[src/rtl/dual_integrator_pid_step_assert.svh]
// Assertion macros used by the controller top level.
`ifndef DUAL_INTEGRATOR_PID_STEP_ASSERT_SVH
`define DUAL_INTEGRATOR_PID_STEP_ASSERT_SVH

// Same-cycle implication, sampled on aclk, off while aresetn is low.
`define DIPID_ASSERT_IMP(name, ante, cons, msg) \
    name: assert property (@(posedge aclk) disable iff (!aresetn) (ante) |-> (cons)) \
        else $error(msg);

// Next-cycle implication, sampled on aclk, off while aresetn is low.
`define DIPID_ASSERT_NXT(name, ante, cons, msg) \
    name: assert property (@(posedge aclk) disable iff (!aresetn) (ante) |=> (cons)) \
        else $error(msg);

`endif

[src/rtl/dipid_pkg.sv]
// Types, widths and register indexes of the dual-integrator PID controller.
package dipid_pkg;

    // Configuration port
    localparam int CFG_INDEX_W = 3;
    localparam int CFG_DATA_W  = 31;

    localparam logic [CFG_INDEX_W-1:0] REG_GAIN_P         = 3'd0;
    localparam logic [CFG_INDEX_W-1:0] REG_GAIN_I_FIRST   = 3'd1;
    localparam logic [CFG_INDEX_W-1:0] REG_GAIN_I_SECOND  = 3'd2;
    localparam logic [CFG_INDEX_W-1:0] REG_GAIN_D         = 3'd3;
    localparam logic [CFG_INDEX_W-1:0] REG_OUTPUT_LIMIT   = 3'd4;
    localparam logic [CFG_INDEX_W-1:0] REG_FIRST_CAP      = 3'd5;
    localparam logic [CFG_INDEX_W-1:0] REG_SECOND_FLOOR   = 3'd6;
    localparam logic [CFG_INDEX_W-1:0] REG_ANTI_WINDUP_EN = 3'd7;

    // Datapath widths
    localparam int IN_W    = 16;  // sample fields
    localparam int GAIN_W  = 16;  // Q8.8 gains
    localparam int LIM_W   = 15;  // output limit
    localparam int CAP_W   = 31;  // integral caps
    localparam int FRAC_W  = 8;   // fraction bits of internal terms
    localparam int ERR_W   = 17;  // target - measured
    localparam int DERR_W  = 18;  // err - previous err
    localparam int MUL_A_W = 16;  // multiplier gain operand
    localparam int MUL_B_W = 33;  // multiplier data operand
    localparam int MUL_P_W = 49;  // full product
    localparam int P_W     = 33;  // proportional term
    localparam int T1_W    = 33;  // first integral term
    localparam int T2_W    = 41;  // second integral term after rescale
    localparam int D_W     = 34;  // derivative term
    localparam int PD_W    = 35;  // P + D
    localparam int ACC_W   = 32;  // accumulators
    localparam int ASUM_W  = 33;  // acc1 + acc2
    localparam int N1_W    = 34;  // acc1 + t1
    localparam int N2_W    = 42;  // acc2 + t2
    localparam int PRE_W   = 36;  // P + D + acc1 + acc2

    typedef enum logic [3:0] {
        ST_IDLE,
        ST_MUL_P,
        ST_MUL_I1,
        ST_MUL_I2,
        ST_MUL_D,
        ST_PRE,
        ST_LIMIT,
        ST_ACCUM,
        ST_SUM,
        ST_CLAMP
    } state_t;

    typedef enum logic [1:0] {
        MSEL_P,
        MSEL_I1,
        MSEL_I2,
        MSEL_D
    } mul_sel_t;

    typedef struct packed {
        logic signed [GAIN_W-1:0] gain_p;
        logic signed [GAIN_W-1:0] gain_i_first;
        logic signed [GAIN_W-1:0] gain_i_second;
        logic signed [GAIN_W-1:0] gain_d;
        logic [LIM_W-1:0]         output_limit;
        logic [CAP_W-1:0]         first_integral_cap;
        logic [CAP_W-1:0]         second_integral_floor;
        logic                     anti_windup_enable;
    } cfg_t;

    typedef struct packed {
        logic     accept;    // take the input word
        mul_sel_t mul_sel;   // multiplier operand pair
        logic     ld_p;      // capture proportional product
        logic     ld_t1;     // capture first integral product
        logic     ld_t2;     // capture rescaled second product
        logic     ld_pre;    // capture P + D and acc1 + acc2
        logic     ld_limit;  // apply windup limiting
        logic     ld_acc;    // accumulate with saturation
        logic     ld_sum;    // form the output sum
        logic     ld_out;    // clamp and present the result word
    } ctrl_t;

endpackage

[src/rtl/dipid_cfg.sv]
// Configuration register bank of the PID controller.
module dipid_cfg (
    input  logic                                aclk,
    input  logic                                aresetn,
    input  logic                                cfg_wen,
    input  logic [dipid_pkg::CFG_INDEX_W-1:0]   cfg_index,
    input  logic [dipid_pkg::CFG_DATA_W-1:0]    cfg_wdata,
    output dipid_pkg::cfg_t                     cfg
);

    localparam int GAIN_W = dipid_pkg::GAIN_W;
    localparam int LIM_W  = dipid_pkg::LIM_W;
    localparam int CAP_W  = dipid_pkg::CAP_W;

    dipid_pkg::cfg_t cfg_reg;

    // Write the addressed register; hold all others
    always_ff @(posedge aclk) begin
        if (!aresetn) begin
            cfg_reg.gain_p                <= '0;
            cfg_reg.gain_i_first          <= '0;
            cfg_reg.gain_i_second         <= '0;
            cfg_reg.gain_d                <= '0;
            cfg_reg.output_limit          <= '1;
            cfg_reg.first_integral_cap    <= '1;
            cfg_reg.second_integral_floor <= '1;
            cfg_reg.anti_windup_enable    <= 1'b0;
        end else if (cfg_wen) begin
            case (cfg_index)
                dipid_pkg::REG_GAIN_P: begin
                    cfg_reg.gain_p <= $signed(cfg_wdata[GAIN_W-1:0]);
                end
                dipid_pkg::REG_GAIN_I_FIRST: begin
                    cfg_reg.gain_i_first <= $signed(cfg_wdata[GAIN_W-1:0]);
                end
                dipid_pkg::REG_GAIN_I_SECOND: begin
                    cfg_reg.gain_i_second <= $signed(cfg_wdata[GAIN_W-1:0]);
                end
                dipid_pkg::REG_GAIN_D: begin
                    cfg_reg.gain_d <= $signed(cfg_wdata[GAIN_W-1:0]);
                end
                dipid_pkg::REG_OUTPUT_LIMIT: begin
                    cfg_reg.output_limit <= cfg_wdata[LIM_W-1:0];
                end
                dipid_pkg::REG_FIRST_CAP: begin
                    cfg_reg.first_integral_cap <= cfg_wdata[CAP_W-1:0];
                end
                dipid_pkg::REG_SECOND_FLOOR: begin
                    cfg_reg.second_integral_floor <= cfg_wdata[CAP_W-1:0];
                end
                dipid_pkg::REG_ANTI_WINDUP_EN: begin
                    cfg_reg.anti_windup_enable <= cfg_wdata[0];
                end
                default: begin
                end
            endcase
        end
    end

    assign cfg = cfg_reg;

endmodule

[src/rtl/dipid_mul.sv]
// Shared signed gain-by-data multiplier with a registered product.
module dipid_mul (
    input  logic                                  aclk,
    input  logic signed [dipid_pkg::MUL_A_W-1:0]  mul_a,
    input  logic signed [dipid_pkg::MUL_B_W-1:0]  mul_b,
    output logic signed [dipid_pkg::MUL_P_W-1:0]  prod_reg
);

    localparam int MUL_P_W = dipid_pkg::MUL_P_W;

    logic signed [MUL_P_W-1:0] prod_next;

    // Form the full-width product
    assign prod_next = MUL_P_W'(mul_a) * MUL_P_W'(mul_b);

    // Register the product
    always_ff @(posedge aclk) begin
        prod_reg <= prod_next;
    end

endmodule

[src/rtl/dipid_ctrl.sv]
// Step sequencer that drives the shared multiplier and the datapath loads.
module dipid_ctrl (
    input  logic             aclk,
    input  logic             aresetn,
    input  logic             s_valid,
    input  logic             out_free,
    output logic             s_ready,
    output dipid_pkg::ctrl_t ctrl
);

    dipid_pkg::state_t state_reg;
    dipid_pkg::state_t state_next;

    // Advance the state
    always_ff @(posedge aclk) begin
        if (!aresetn) begin
            state_reg <= dipid_pkg::ST_IDLE;
        end else begin
            state_reg <= state_next;
        end
    end

    // Next state
    always_comb begin
        state_next = state_reg;
        case (state_reg)
            dipid_pkg::ST_IDLE: begin
                if (s_valid) begin
                    state_next = dipid_pkg::ST_MUL_P;
                end
            end
            dipid_pkg::ST_MUL_P:  state_next = dipid_pkg::ST_MUL_I1;
            dipid_pkg::ST_MUL_I1: state_next = dipid_pkg::ST_MUL_I2;
            dipid_pkg::ST_MUL_I2: state_next = dipid_pkg::ST_MUL_D;
            dipid_pkg::ST_MUL_D:  state_next = dipid_pkg::ST_PRE;
            dipid_pkg::ST_PRE:    state_next = dipid_pkg::ST_LIMIT;
            dipid_pkg::ST_LIMIT:  state_next = dipid_pkg::ST_ACCUM;
            dipid_pkg::ST_ACCUM:  state_next = dipid_pkg::ST_SUM;
            dipid_pkg::ST_SUM:    state_next = dipid_pkg::ST_CLAMP;
            dipid_pkg::ST_CLAMP: begin
                // hold until the output register is free
                if (out_free) begin
                    state_next = dipid_pkg::ST_IDLE;
                end
            end
            default: state_next = dipid_pkg::ST_IDLE;
        endcase
    end

    // Outputs
    always_comb begin
        s_ready       = 1'b0;
        ctrl          = '0;
        ctrl.mul_sel  = dipid_pkg::MSEL_P;
        case (state_reg)
            dipid_pkg::ST_IDLE: begin
                s_ready     = 1'b1;
                ctrl.accept = s_valid;
            end
            dipid_pkg::ST_MUL_P: begin
                ctrl.mul_sel = dipid_pkg::MSEL_P;
            end
            dipid_pkg::ST_MUL_I1: begin
                ctrl.mul_sel = dipid_pkg::MSEL_I1;
                ctrl.ld_p    = 1'b1;
            end
            dipid_pkg::ST_MUL_I2: begin
                ctrl.mul_sel = dipid_pkg::MSEL_I2;
                ctrl.ld_t1   = 1'b1;
            end
            dipid_pkg::ST_MUL_D: begin
                ctrl.mul_sel = dipid_pkg::MSEL_D;
                ctrl.ld_t2   = 1'b1;
            end
            dipid_pkg::ST_PRE: begin
                ctrl.ld_pre = 1'b1;
            end
            dipid_pkg::ST_LIMIT: begin
                ctrl.ld_limit = 1'b1;
            end
            dipid_pkg::ST_ACCUM: begin
                ctrl.ld_acc = 1'b1;
            end
            dipid_pkg::ST_SUM: begin
                ctrl.ld_sum = 1'b1;
            end
            dipid_pkg::ST_CLAMP: begin
                ctrl.ld_out = out_free;
            end
            default: begin
            end
        endcase
    end

endmodule

[src/rtl/dual_integrator_pid_step.sv]
// Top level of the dual-integrator PID controller with anti-windup.
// Each sample word (measured, target) yields one drive word. A sample is
// taken while the sequencer is idle, and the sequencer returns to idle
// once the drive word is loaded into the output register. The single
// shared 16x33 multiplier forms P, t1, t2 and D one after another,
// followed by the pre-sum, limiting, accumulate, sum and clamp steps.
// A finished drive word waits in the output register, so the next
// sample may be taken before it is read; a stalled output holds the
// sequencer in its clamp step. Configuration writes belong in idle time.
module dual_integrator_pid_step (
    input  logic                                   aclk,
    input  logic                                   aresetn,
    input  logic                                   cfg_wen,
    input  logic [dipid_pkg::CFG_INDEX_W-1:0]      cfg_index,
    input  logic [dipid_pkg::CFG_DATA_W-1:0]       cfg_wdata,
    input  logic                                   s_valid,
    output logic                                   s_ready,
    input  logic signed [dipid_pkg::IN_W-1:0]      s_measured_value,
    input  logic signed [dipid_pkg::IN_W-1:0]      s_target_value,
    output logic                                   m_valid,
    input  logic                                   m_ready,
    output logic signed [dipid_pkg::IN_W-1:0]      m_drive_value
);

    `include "dual_integrator_pid_step_assert.svh"

    localparam int IN_W    = dipid_pkg::IN_W;
    localparam int FRAC_W  = dipid_pkg::FRAC_W;
    localparam int ERR_W   = dipid_pkg::ERR_W;
    localparam int DERR_W  = dipid_pkg::DERR_W;
    localparam int MUL_A_W = dipid_pkg::MUL_A_W;
    localparam int MUL_B_W = dipid_pkg::MUL_B_W;
    localparam int MUL_P_W = dipid_pkg::MUL_P_W;
    localparam int P_W     = dipid_pkg::P_W;
    localparam int T1_W    = dipid_pkg::T1_W;
    localparam int T2_W    = dipid_pkg::T2_W;
    localparam int D_W     = dipid_pkg::D_W;
    localparam int PD_W    = dipid_pkg::PD_W;
    localparam int ACC_W   = dipid_pkg::ACC_W;
    localparam int ASUM_W  = dipid_pkg::ASUM_W;
    localparam int N1_W    = dipid_pkg::N1_W;
    localparam int N2_W    = dipid_pkg::N2_W;
    localparam int PRE_W   = dipid_pkg::PRE_W;

    dipid_pkg::cfg_t  cfg;
    dipid_pkg::ctrl_t ctrl;
    logic             out_free;

    // Datapath registers
    logic signed [ERR_W-1:0]   err_reg;
    logic signed [DERR_W-1:0]  derr_reg;
    logic signed [ERR_W-1:0]   prev_err_reg;
    logic signed [P_W-1:0]     p_reg;
    logic signed [T1_W-1:0]    t1_reg;
    logic signed [T1_W-1:0]    t1_next;
    logic signed [T2_W-1:0]    t2_reg;
    logic signed [T2_W-1:0]    t2_next;
    logic signed [PD_W-1:0]    pd_reg;
    logic signed [ASUM_W-1:0]  asum_reg;
    logic signed [ACC_W-1:0]   acc1_reg;
    logic signed [ACC_W-1:0]   acc1_next;
    logic signed [ACC_W-1:0]   acc2_reg;
    logic signed [ACC_W-1:0]   acc2_next;
    logic signed [PRE_W-1:0]   sum_reg;
    logic signed [IN_W-1:0]    drive_reg;
    logic signed [IN_W-1:0]    drive_next;
    logic                      m_valid_reg;

    // Combinational terms
    logic signed [ERR_W-1:0]   err_w;
    logic signed [DERR_W-1:0]  derr_w;
    logic signed [MUL_A_W-1:0] mul_a;
    logic signed [MUL_B_W-1:0] mul_b;
    logic signed [MUL_P_W-1:0] prod_reg;
    logic signed [PRE_W-1:0]   lim_w;
    logic signed [PRE_W-1:0]   lim_neg_w;
    logic signed [PRE_W-1:0]   pre_w;
    logic signed [N1_W-1:0]    nx1_w;
    logic signed [N2_W-1:0]    nx2_w;
    logic signed [ACC_W-1:0]   sat1_w;
    logic signed [ACC_W-1:0]   sat2_w;
    logic signed [IN_W-1:0]    m_pos_w;
    logic signed [IN_W-1:0]    m_neg_w;
    logic                      over_w;
    logic                      hit1_w;
    logic                      hit2_w;
    logic                      same1_w;
    logic                      same2_w;
    logic                      limit_en_w;

    dipid_cfg u_cfg (
        .aclk      (aclk),
        .aresetn   (aresetn),
        .cfg_wen   (cfg_wen),
        .cfg_index (cfg_index),
        .cfg_wdata (cfg_wdata),
        .cfg       (cfg)
    );

    dipid_ctrl u_ctrl (
        .aclk     (aclk),
        .aresetn  (aresetn),
        .s_valid  (s_valid),
        .out_free (out_free),
        .s_ready  (s_ready),
        .ctrl     (ctrl)
    );

    dipid_mul u_mul (
        .aclk     (aclk),
        .mul_a    (mul_a),
        .mul_b    (mul_b),
        .prod_reg (prod_reg)
    );

    assign out_free = !m_valid_reg || m_ready;

    // Error and error difference of the incoming word
    assign err_w  = ERR_W'(s_target_value) - ERR_W'(s_measured_value);
    assign derr_w = DERR_W'(err_w) - DERR_W'(prev_err_reg);

    // Select the multiplier operands; t2 takes t1 straight from the product
    always_comb begin
        case (ctrl.mul_sel)
            dipid_pkg::MSEL_P: begin
                mul_a = cfg.gain_p;
                mul_b = MUL_B_W'(err_reg);
            end
            dipid_pkg::MSEL_I1: begin
                mul_a = cfg.gain_i_first;
                mul_b = MUL_B_W'(err_reg);
            end
            dipid_pkg::MSEL_I2: begin
                mul_a = cfg.gain_i_second;
                mul_b = $signed(prod_reg[T1_W-1:0]);
            end
            dipid_pkg::MSEL_D: begin
                mul_a = cfg.gain_d;
                mul_b = MUL_B_W'(derr_reg);
            end
            default: begin
                mul_a = cfg.gain_p;
                mul_b = MUL_B_W'(err_reg);
            end
        endcase
    end

    // Output limit in internal units and as a drive word
    assign lim_w     = $signed(PRE_W'({cfg.output_limit, {FRAC_W{1'b0}}}));
    assign lim_neg_w = -lim_w;
    assign m_pos_w   = $signed(IN_W'(cfg.output_limit));
    assign m_neg_w   = -m_pos_w;

    // Windup tests on the accumulators as they stand before the update
    assign pre_w   = PRE_W'(pd_reg) + PRE_W'(asum_reg);
    assign over_w  = (pre_w > lim_w) || (pre_w < lim_neg_w);
    assign nx1_w   = N1_W'(acc1_reg) + N1_W'(t1_reg);
    assign nx2_w   = N2_W'(acc2_reg) + N2_W'(t2_reg);
    assign hit1_w  = nx1_w > $signed(N1_W'(cfg.first_integral_cap));
    assign hit2_w  = nx2_w < -$signed(N2_W'(cfg.second_integral_floor));
    assign same1_w = (err_reg != '0) && (acc1_reg != '0)
                     && (err_reg[ERR_W-1] == acc1_reg[ACC_W-1]);
    assign same2_w = (err_reg != '0) && (acc2_reg != '0)
                     && (err_reg[ERR_W-1] == acc2_reg[ACC_W-1]);
    assign limit_en_w = ctrl.ld_limit && cfg.anti_windup_enable;

    // Saturate the accumulator sums to 32 bits
    assign sat1_w = ((&nx1_w[N1_W-1:ACC_W-1]) || !(|nx1_w[N1_W-1:ACC_W-1]))
                    ? nx1_w[ACC_W-1:0]
                    : {nx1_w[N1_W-1], {(ACC_W-1){~nx1_w[N1_W-1]}}};
    assign sat2_w = ((&nx2_w[N2_W-1:ACC_W-1]) || !(|nx2_w[N2_W-1:ACC_W-1]))
                    ? nx2_w[ACC_W-1:0]
                    : {nx2_w[N2_W-1], {(ACC_W-1){~nx2_w[N2_W-1]}}};

    // Integral terms: capture products, drop them when limiting calls for it
    always_comb begin
        t1_next = t1_reg;
        t2_next = t2_reg;
        if (ctrl.ld_t1) begin
            t1_next = $signed(prod_reg[T1_W-1:0]);
        end else if (limit_en_w && (hit1_w || (over_w && same1_w))) begin
            t1_next = '0;
        end
        if (ctrl.ld_t2) begin
            // floor of the product over 256
            t2_next = $signed(prod_reg[MUL_P_W-1:FRAC_W]);
        end else if (limit_en_w && (hit2_w || (over_w && same2_w))) begin
            t2_next = '0;
        end
    end

    // Accumulators: pin to a cap when hit, then add with saturation
    always_comb begin
        acc1_next = acc1_reg;
        acc2_next = acc2_reg;
        if (limit_en_w && hit1_w) begin
            acc1_next = $signed(ACC_W'(cfg.first_integral_cap));
        end else if (ctrl.ld_acc) begin
            acc1_next = sat1_w;
        end
        if (limit_en_w && hit2_w) begin
            acc2_next = -$signed(ACC_W'(cfg.second_integral_floor));
        end else if (ctrl.ld_acc) begin
            acc2_next = sat2_w;
        end
    end

    // Clamp the sum to the output limit, else drop the fraction bits
    always_comb begin
        if (sum_reg > lim_w) begin
            drive_next = m_pos_w;
        end else if (sum_reg < lim_neg_w) begin
            drive_next = m_neg_w;
        end else begin
            drive_next = $signed(sum_reg[FRAC_W+IN_W-1:FRAC_W]);
        end
    end

    // Payload registers
    always_ff @(posedge aclk) begin
        if (ctrl.accept) begin
            err_reg  <= err_w;
            derr_reg <= derr_w;
        end
        if (ctrl.ld_p) begin
            p_reg <= $signed(prod_reg[P_W-1:0]);
        end
        t1_reg <= t1_next;
        t2_reg <= t2_next;
        if (ctrl.ld_pre) begin
            pd_reg   <= PD_W'(p_reg) + PD_W'($signed(prod_reg[D_W-1:0]));
            asum_reg <= ASUM_W'(acc1_reg) + ASUM_W'(acc2_reg);
        end
        if (ctrl.ld_sum) begin
            sum_reg <= PRE_W'(pd_reg) + PRE_W'(acc1_reg) + PRE_W'(acc2_reg);
        end
        if (ctrl.ld_out) begin
            drive_reg <= drive_next;
        end
    end

    // Controller state and output word valid
    always_ff @(posedge aclk) begin
        if (!aresetn) begin
            acc1_reg     <= '0;
            acc2_reg     <= '0;
            prev_err_reg <= '0;
            m_valid_reg  <= 1'b0;
        end else begin
            acc1_reg <= acc1_next;
            acc2_reg <= acc2_next;
            if (ctrl.accept) begin
                prev_err_reg <= err_w;
            end
            if (ctrl.ld_out) begin
                m_valid_reg <= 1'b1;
            end else if (m_ready) begin
                m_valid_reg <= 1'b0;
            end
        end
    end

    assign m_valid       = m_valid_reg;
    assign m_drive_value = drive_reg;

    `DIPID_ASSERT_IMP(a_drive_in_limit, m_valid,
        (m_drive_value <= m_pos_w) && (m_drive_value >= m_neg_w),
        "drive word outside the output limit")
    `DIPID_ASSERT_NXT(a_busy_after_accept, s_valid && s_ready, !s_ready,
        "input taken again right after an accepted word")
    `DIPID_ASSERT_IMP(a_load_only_when_free, ctrl.ld_out, !m_valid_reg || m_ready,
        "result loaded over a pending drive word")

endmodule

[config.mk]
export PLATFORM = sky130hd
export DESIGN_NAME = dual_integrator_pid_step
export DESIGN_NICKNAME = d
export VERILOG_FILES = /design/src/rtl/dipid_pkg.sv /design/src/rtl/dipid_cfg.sv /design/src/rtl/dipid_mul.sv /design/src/rtl/dipid_ctrl.sv /design/src/rtl/dual_integrator_pid_step.sv
export VERILOG_INCLUDE_DIRS = /design/src /design/src/rtl
export SDC_FILE = /design/constraint.sdc
export NUM_CORES = 2
export LEC_CHECK = 0
export ABC_CLOCK_PERIOD_IN_PS = 17300
export BUFFER_PORTS_ARGS = -buffer_cell sky130_fd_sc_hd__clkbuf_2
export CAP_MARGIN = 20
export CORE_MARGIN = 10
export CORE_UTILIZATION = 40
export DETAILED_ROUTE_END_ITERATION = 7
export HOLD_SLACK_MARGIN = 0.03
export PLACE_DENSITY = 0.55
export SLEW_MARGIN = 15
export SYNTH_ARGS = -nofsm -noshare
export SYNTH_HDL_FRONTEND = slang
export SYNTH_HIERARCHICAL = 1
export SYNTH_SLANG_ARGS = --single-unit
[constraint.sdc]
create_clock -name aclk -period 17.3 [get_ports aclk]
set_input_delay 1.73 -clock aclk [delete_from_list [all_inputs] [get_ports aclk]]
set_output_delay 1.73 -clock aclk [all_outputs]
set_load 0.02 [all_outputs]
==> key figures <==
Status
  – Status: finished clean

Placement
  – Pre-CTS WS: 8.09 ns
  – DP Cell Count: 7946
  – DP Wirelength: 134000 microns
  – GP Congestion: 0.899
  – Cell Area, Placed: approximately 60000 sq um
  – IO Port Bufs: between 80 and 90

Global routing
  – Vias in the first global route: around 45k
  – Total Routing Usage GR: about a fifth
  – Antenna violations before repair: 4
  – GR Overflow Total: 0
  – First-pass GRT wire length: approximately 260000 microns
  – Largest net degree at the start of global routing: 88

Run
  – Max Cap Viol: 0

Clock network
  – CTS Buf Count: 70
  – Htree depth: 3
  – Reg clk slew, reported paths: 0.06 ns
  – TritonCTS clock tree: built
  – Post-CTS setup buffer count: 0
  – Root buf cell: clkbuf_16
  – Clock latency on the worst-skew pair: 0.65 ns
  – Post-CTS resize count: 0
  – Clock buffer depth: 3
  – Number of clock sinks: 539
  – Hold_buf cts: 0

Yosys
  – Post-synthesis sequential area ratio: 23.6%
  – Synth warnings: 6
  – Mean area per synthesized cell: 9.22 sq um
  – Library cells used by synthesis: 104
  – Ys flop type: dfxtp_1
  – Mapped Area: approximately 57000 sq um
  – Synth Register Bits: roughly 540
  – Syn nets: 7292
  – Post-Synthesis Cells: approximately 6.2k
  – EDFF count, synth: 262
  – Synth async-reset ratio: 0%

Die
  – CORE AREA: roughly 140000 sq um
  – Initial Util: a little over 40%
  – Row count: 138
  – Boundary Pins: 89
  – Die Ht: 397 microns
  – DIE AREA: 157000 sq um
  – Die width: 397 microns

Detailed routing
  – Post-Route WL: 171000 microns
  – Initial DRC Count: 2473
  – Final ANT Viol Nets: 0
  – Post-route DRC: 0
  – Via-to-Cell Ratio: 5.40
  – Routed vias: 43.7k
  – Post-DR wirelength/cell: about 21 microns
  – First-pass iteration count of the detailed router: 6

Timing
  – Skew final: 0.0358 ns
  – Crit share post-route: 52.9%
  – Slew @ Worst Pin: 1.21 ns
  – F_max: ~0.11 GHz
  – # setup viols final: 0
  – Final WS setup: 8.15 ns
  – Crit path time final: between 9 and 10 ns
  – Hold Vio Cnt, Final: 0
  – Unrepaired setup endpoints after global routing: no
  – Final setup TNS: 0 ns
  – Relative slew slack: 19.3%
  – Final Slew Violations: 0

Worst setup path
  – Critical path required time: 17.81 ns
  – Path type of the worst setup path: reg2reg
  – Reg2reg path depth: 25
  – CP Launch Type: flop
  – Data arrival time of the worst path: 9.66 ns
  – Worst Setup End Kind: flop
  – Max FO, Critical Path: 35

Power
  – Worst VDD drop: 61.0 uV
  – Power per standard cell area: 69.8 nW/um^2
  – Static leakage power: 28.6 nW

Layout
  – Layout cells sized above 1: 6.79%
  – Post-route design area: 61400 sq um
  – Final core occ: between 40% and 50%
  – Fin cells: 8077
  – Largest register FFs: 142
  – Area added between synthesis and finish: 8.20%
  – Filler Cell Count: 13.9k
  – NumNets Final: 7260

Worst hold path
  – Hold depth: 2
  – Worst Hold Class: reg2reg
==> placed cells by master (no fill, tap or decap), types with 44 or more instances in the layout <==
master and count:
a21o_1 179, a21oi_1 278, a31oi_1 44, and2_1 299, buf_4 54, clkbuf_16 72
clkbuf_2 87, dfxtp_1 277, edfxtp_1 262, fa_1 543, ha_1 518, inv_1 793
mux2i_1 190, nand2_1 635, nand2b_1 54, nand3_1 75, nand4_1 63, nor2_1 354
nor2b_1 149, nor3_1 80, nor4_1 44, o211ai_1 44, o21a_1 56, o21ai_0 155
o21bai_1 45, xnor2_1 206, xor2_1 82
==> routing by layer <==
metal | vias to the layer above | wire, microns | GRT usage, %
met5 | - | 0 | 0
met4 | 0 | 4990 | 6.35
met3 | 246 | 7680 | 2.39
li1 | 20800 | - | -
met2 | 1000 | 81900 | 36.8
met1 | 21600 | 76100 | 28.1
==> cells by family (layout without fill, tap and decap cells) <==
group,after synthesis,in the layout,share of synthesized area (%)
simple gates,1886,1886,16.4
xor+xnor,288,288,4.44
compound gates,1117,1117,13.5
buf+inv,1043,1067,7.10
fa+ha+maj,1061,1061,30.6
mux,226,226,4.38
other cells,0,3,0
flops,539,539,23.6
==> where the power goes <==
part	total [mW]	internal [mW]	switching, mW	leakage, nW
clock network	1.50	0.893	0.606	1.14
logic	1.22	0.444	0.775	22.7
registers	1.57	1.47	0.107	4.72
total	4.29	2.80	1.49	28.6
==> metrics by stage <==
stage	hold slack [ns]	total power, mW
2_1_floorplan	0.432	2.40
3_3_place_gp	0.441	2.80
3_5_place_dp	0.447	2.81
4_1_cts	0.457	4.32
5_1_grt	0.474	4.52
6_report	0.461	4.29
==> critical path, cell delays in order (launching register included) <==
cell      delay, ns
dfxtp_1        0.62
nand2b_1       0.23
a211oi_4       0.28
buf_4          0.57
mux4_2         0.98
and2_1         0.35
fa_1           0.54
inv_1          0.05
fa_1           0.48
inv_1          0.05
fa_1           0.53
fa_1           0.52
fa_1           0.55
inv_1          0.06
fa_1           0.55
inv_1          0.05
ha_1           0.41
nand2_1        0.19
o21ai_0        0.17
a22oi_1        0.40
a21oi_2        0.09
a211oi_1       0.61
a41oi_2        0.28
or3b_1         0.21
nand2_1        0.06
xor2_1         0.15
==> worst paths after layout <==
path,to,start,slack (ns)
hold / removal,u_cfg/cfg[116],u_cfg/cfg[116],0.46
setup reg to reg,u_mul/prod_reg[42],u_ctrl/state_reg[1],8.15
hold reg to reg,u_cfg/cfg[116],u_cfg/cfg[116],0.46
setup / recovery,u_mul/prod_reg[42],u_ctrl/state_reg[1],8.15
==> cell usage after synthesis, types with 29 or more instances <==
cell	n	area [sq um]
a31oi_1	44	275
a21oi_1	286	1430
nand3_1	75	375
nand4_1	63	394
ha_1	518	6480
o21ai_1	32	160
edfxtp_1	262	7870
nor3_1	82	410
a21o_1	179	1340
o21a_1	56	420
nor4_1	44	275
clkbuf_1	187	702
buf_2	30	150
inv_1	793	2980
or3_1	29	181
nor2b_1	149	932
o221a_2	30	338
nand2b_1	54	338
nand2_1	636	2390
o21ai_0	155	776
dfxtp_1	277	5550
fa_1	543	10900
xor2_1	82	718
a211oi_1	36	270
and2_1	300	1880
xnor2_1	206	1800
o21bai_1	45	338
nor2_1	355	1330
mux2i_1	190	1900
o211ai_1	44	330
==> area by class of cell <==
type | count | area (sq um) | area share (%)
multi-input combinational | 4578 | 39500 | 64.3
sequential | 539 | 13400 | 21.8
inverter | 797 | 2990 | 4.87
tap | 1890 | 2360 | 3.85
clock buffer | 94 | 1960 | 3.20
timing repair buffer | 142 | 852 | 1.39
clock inverter | 34 | 372 | 0.605
antenna | 3 | 7.51 | 0.0122
No activity file was read; power rests on OpenSTA's default activity.
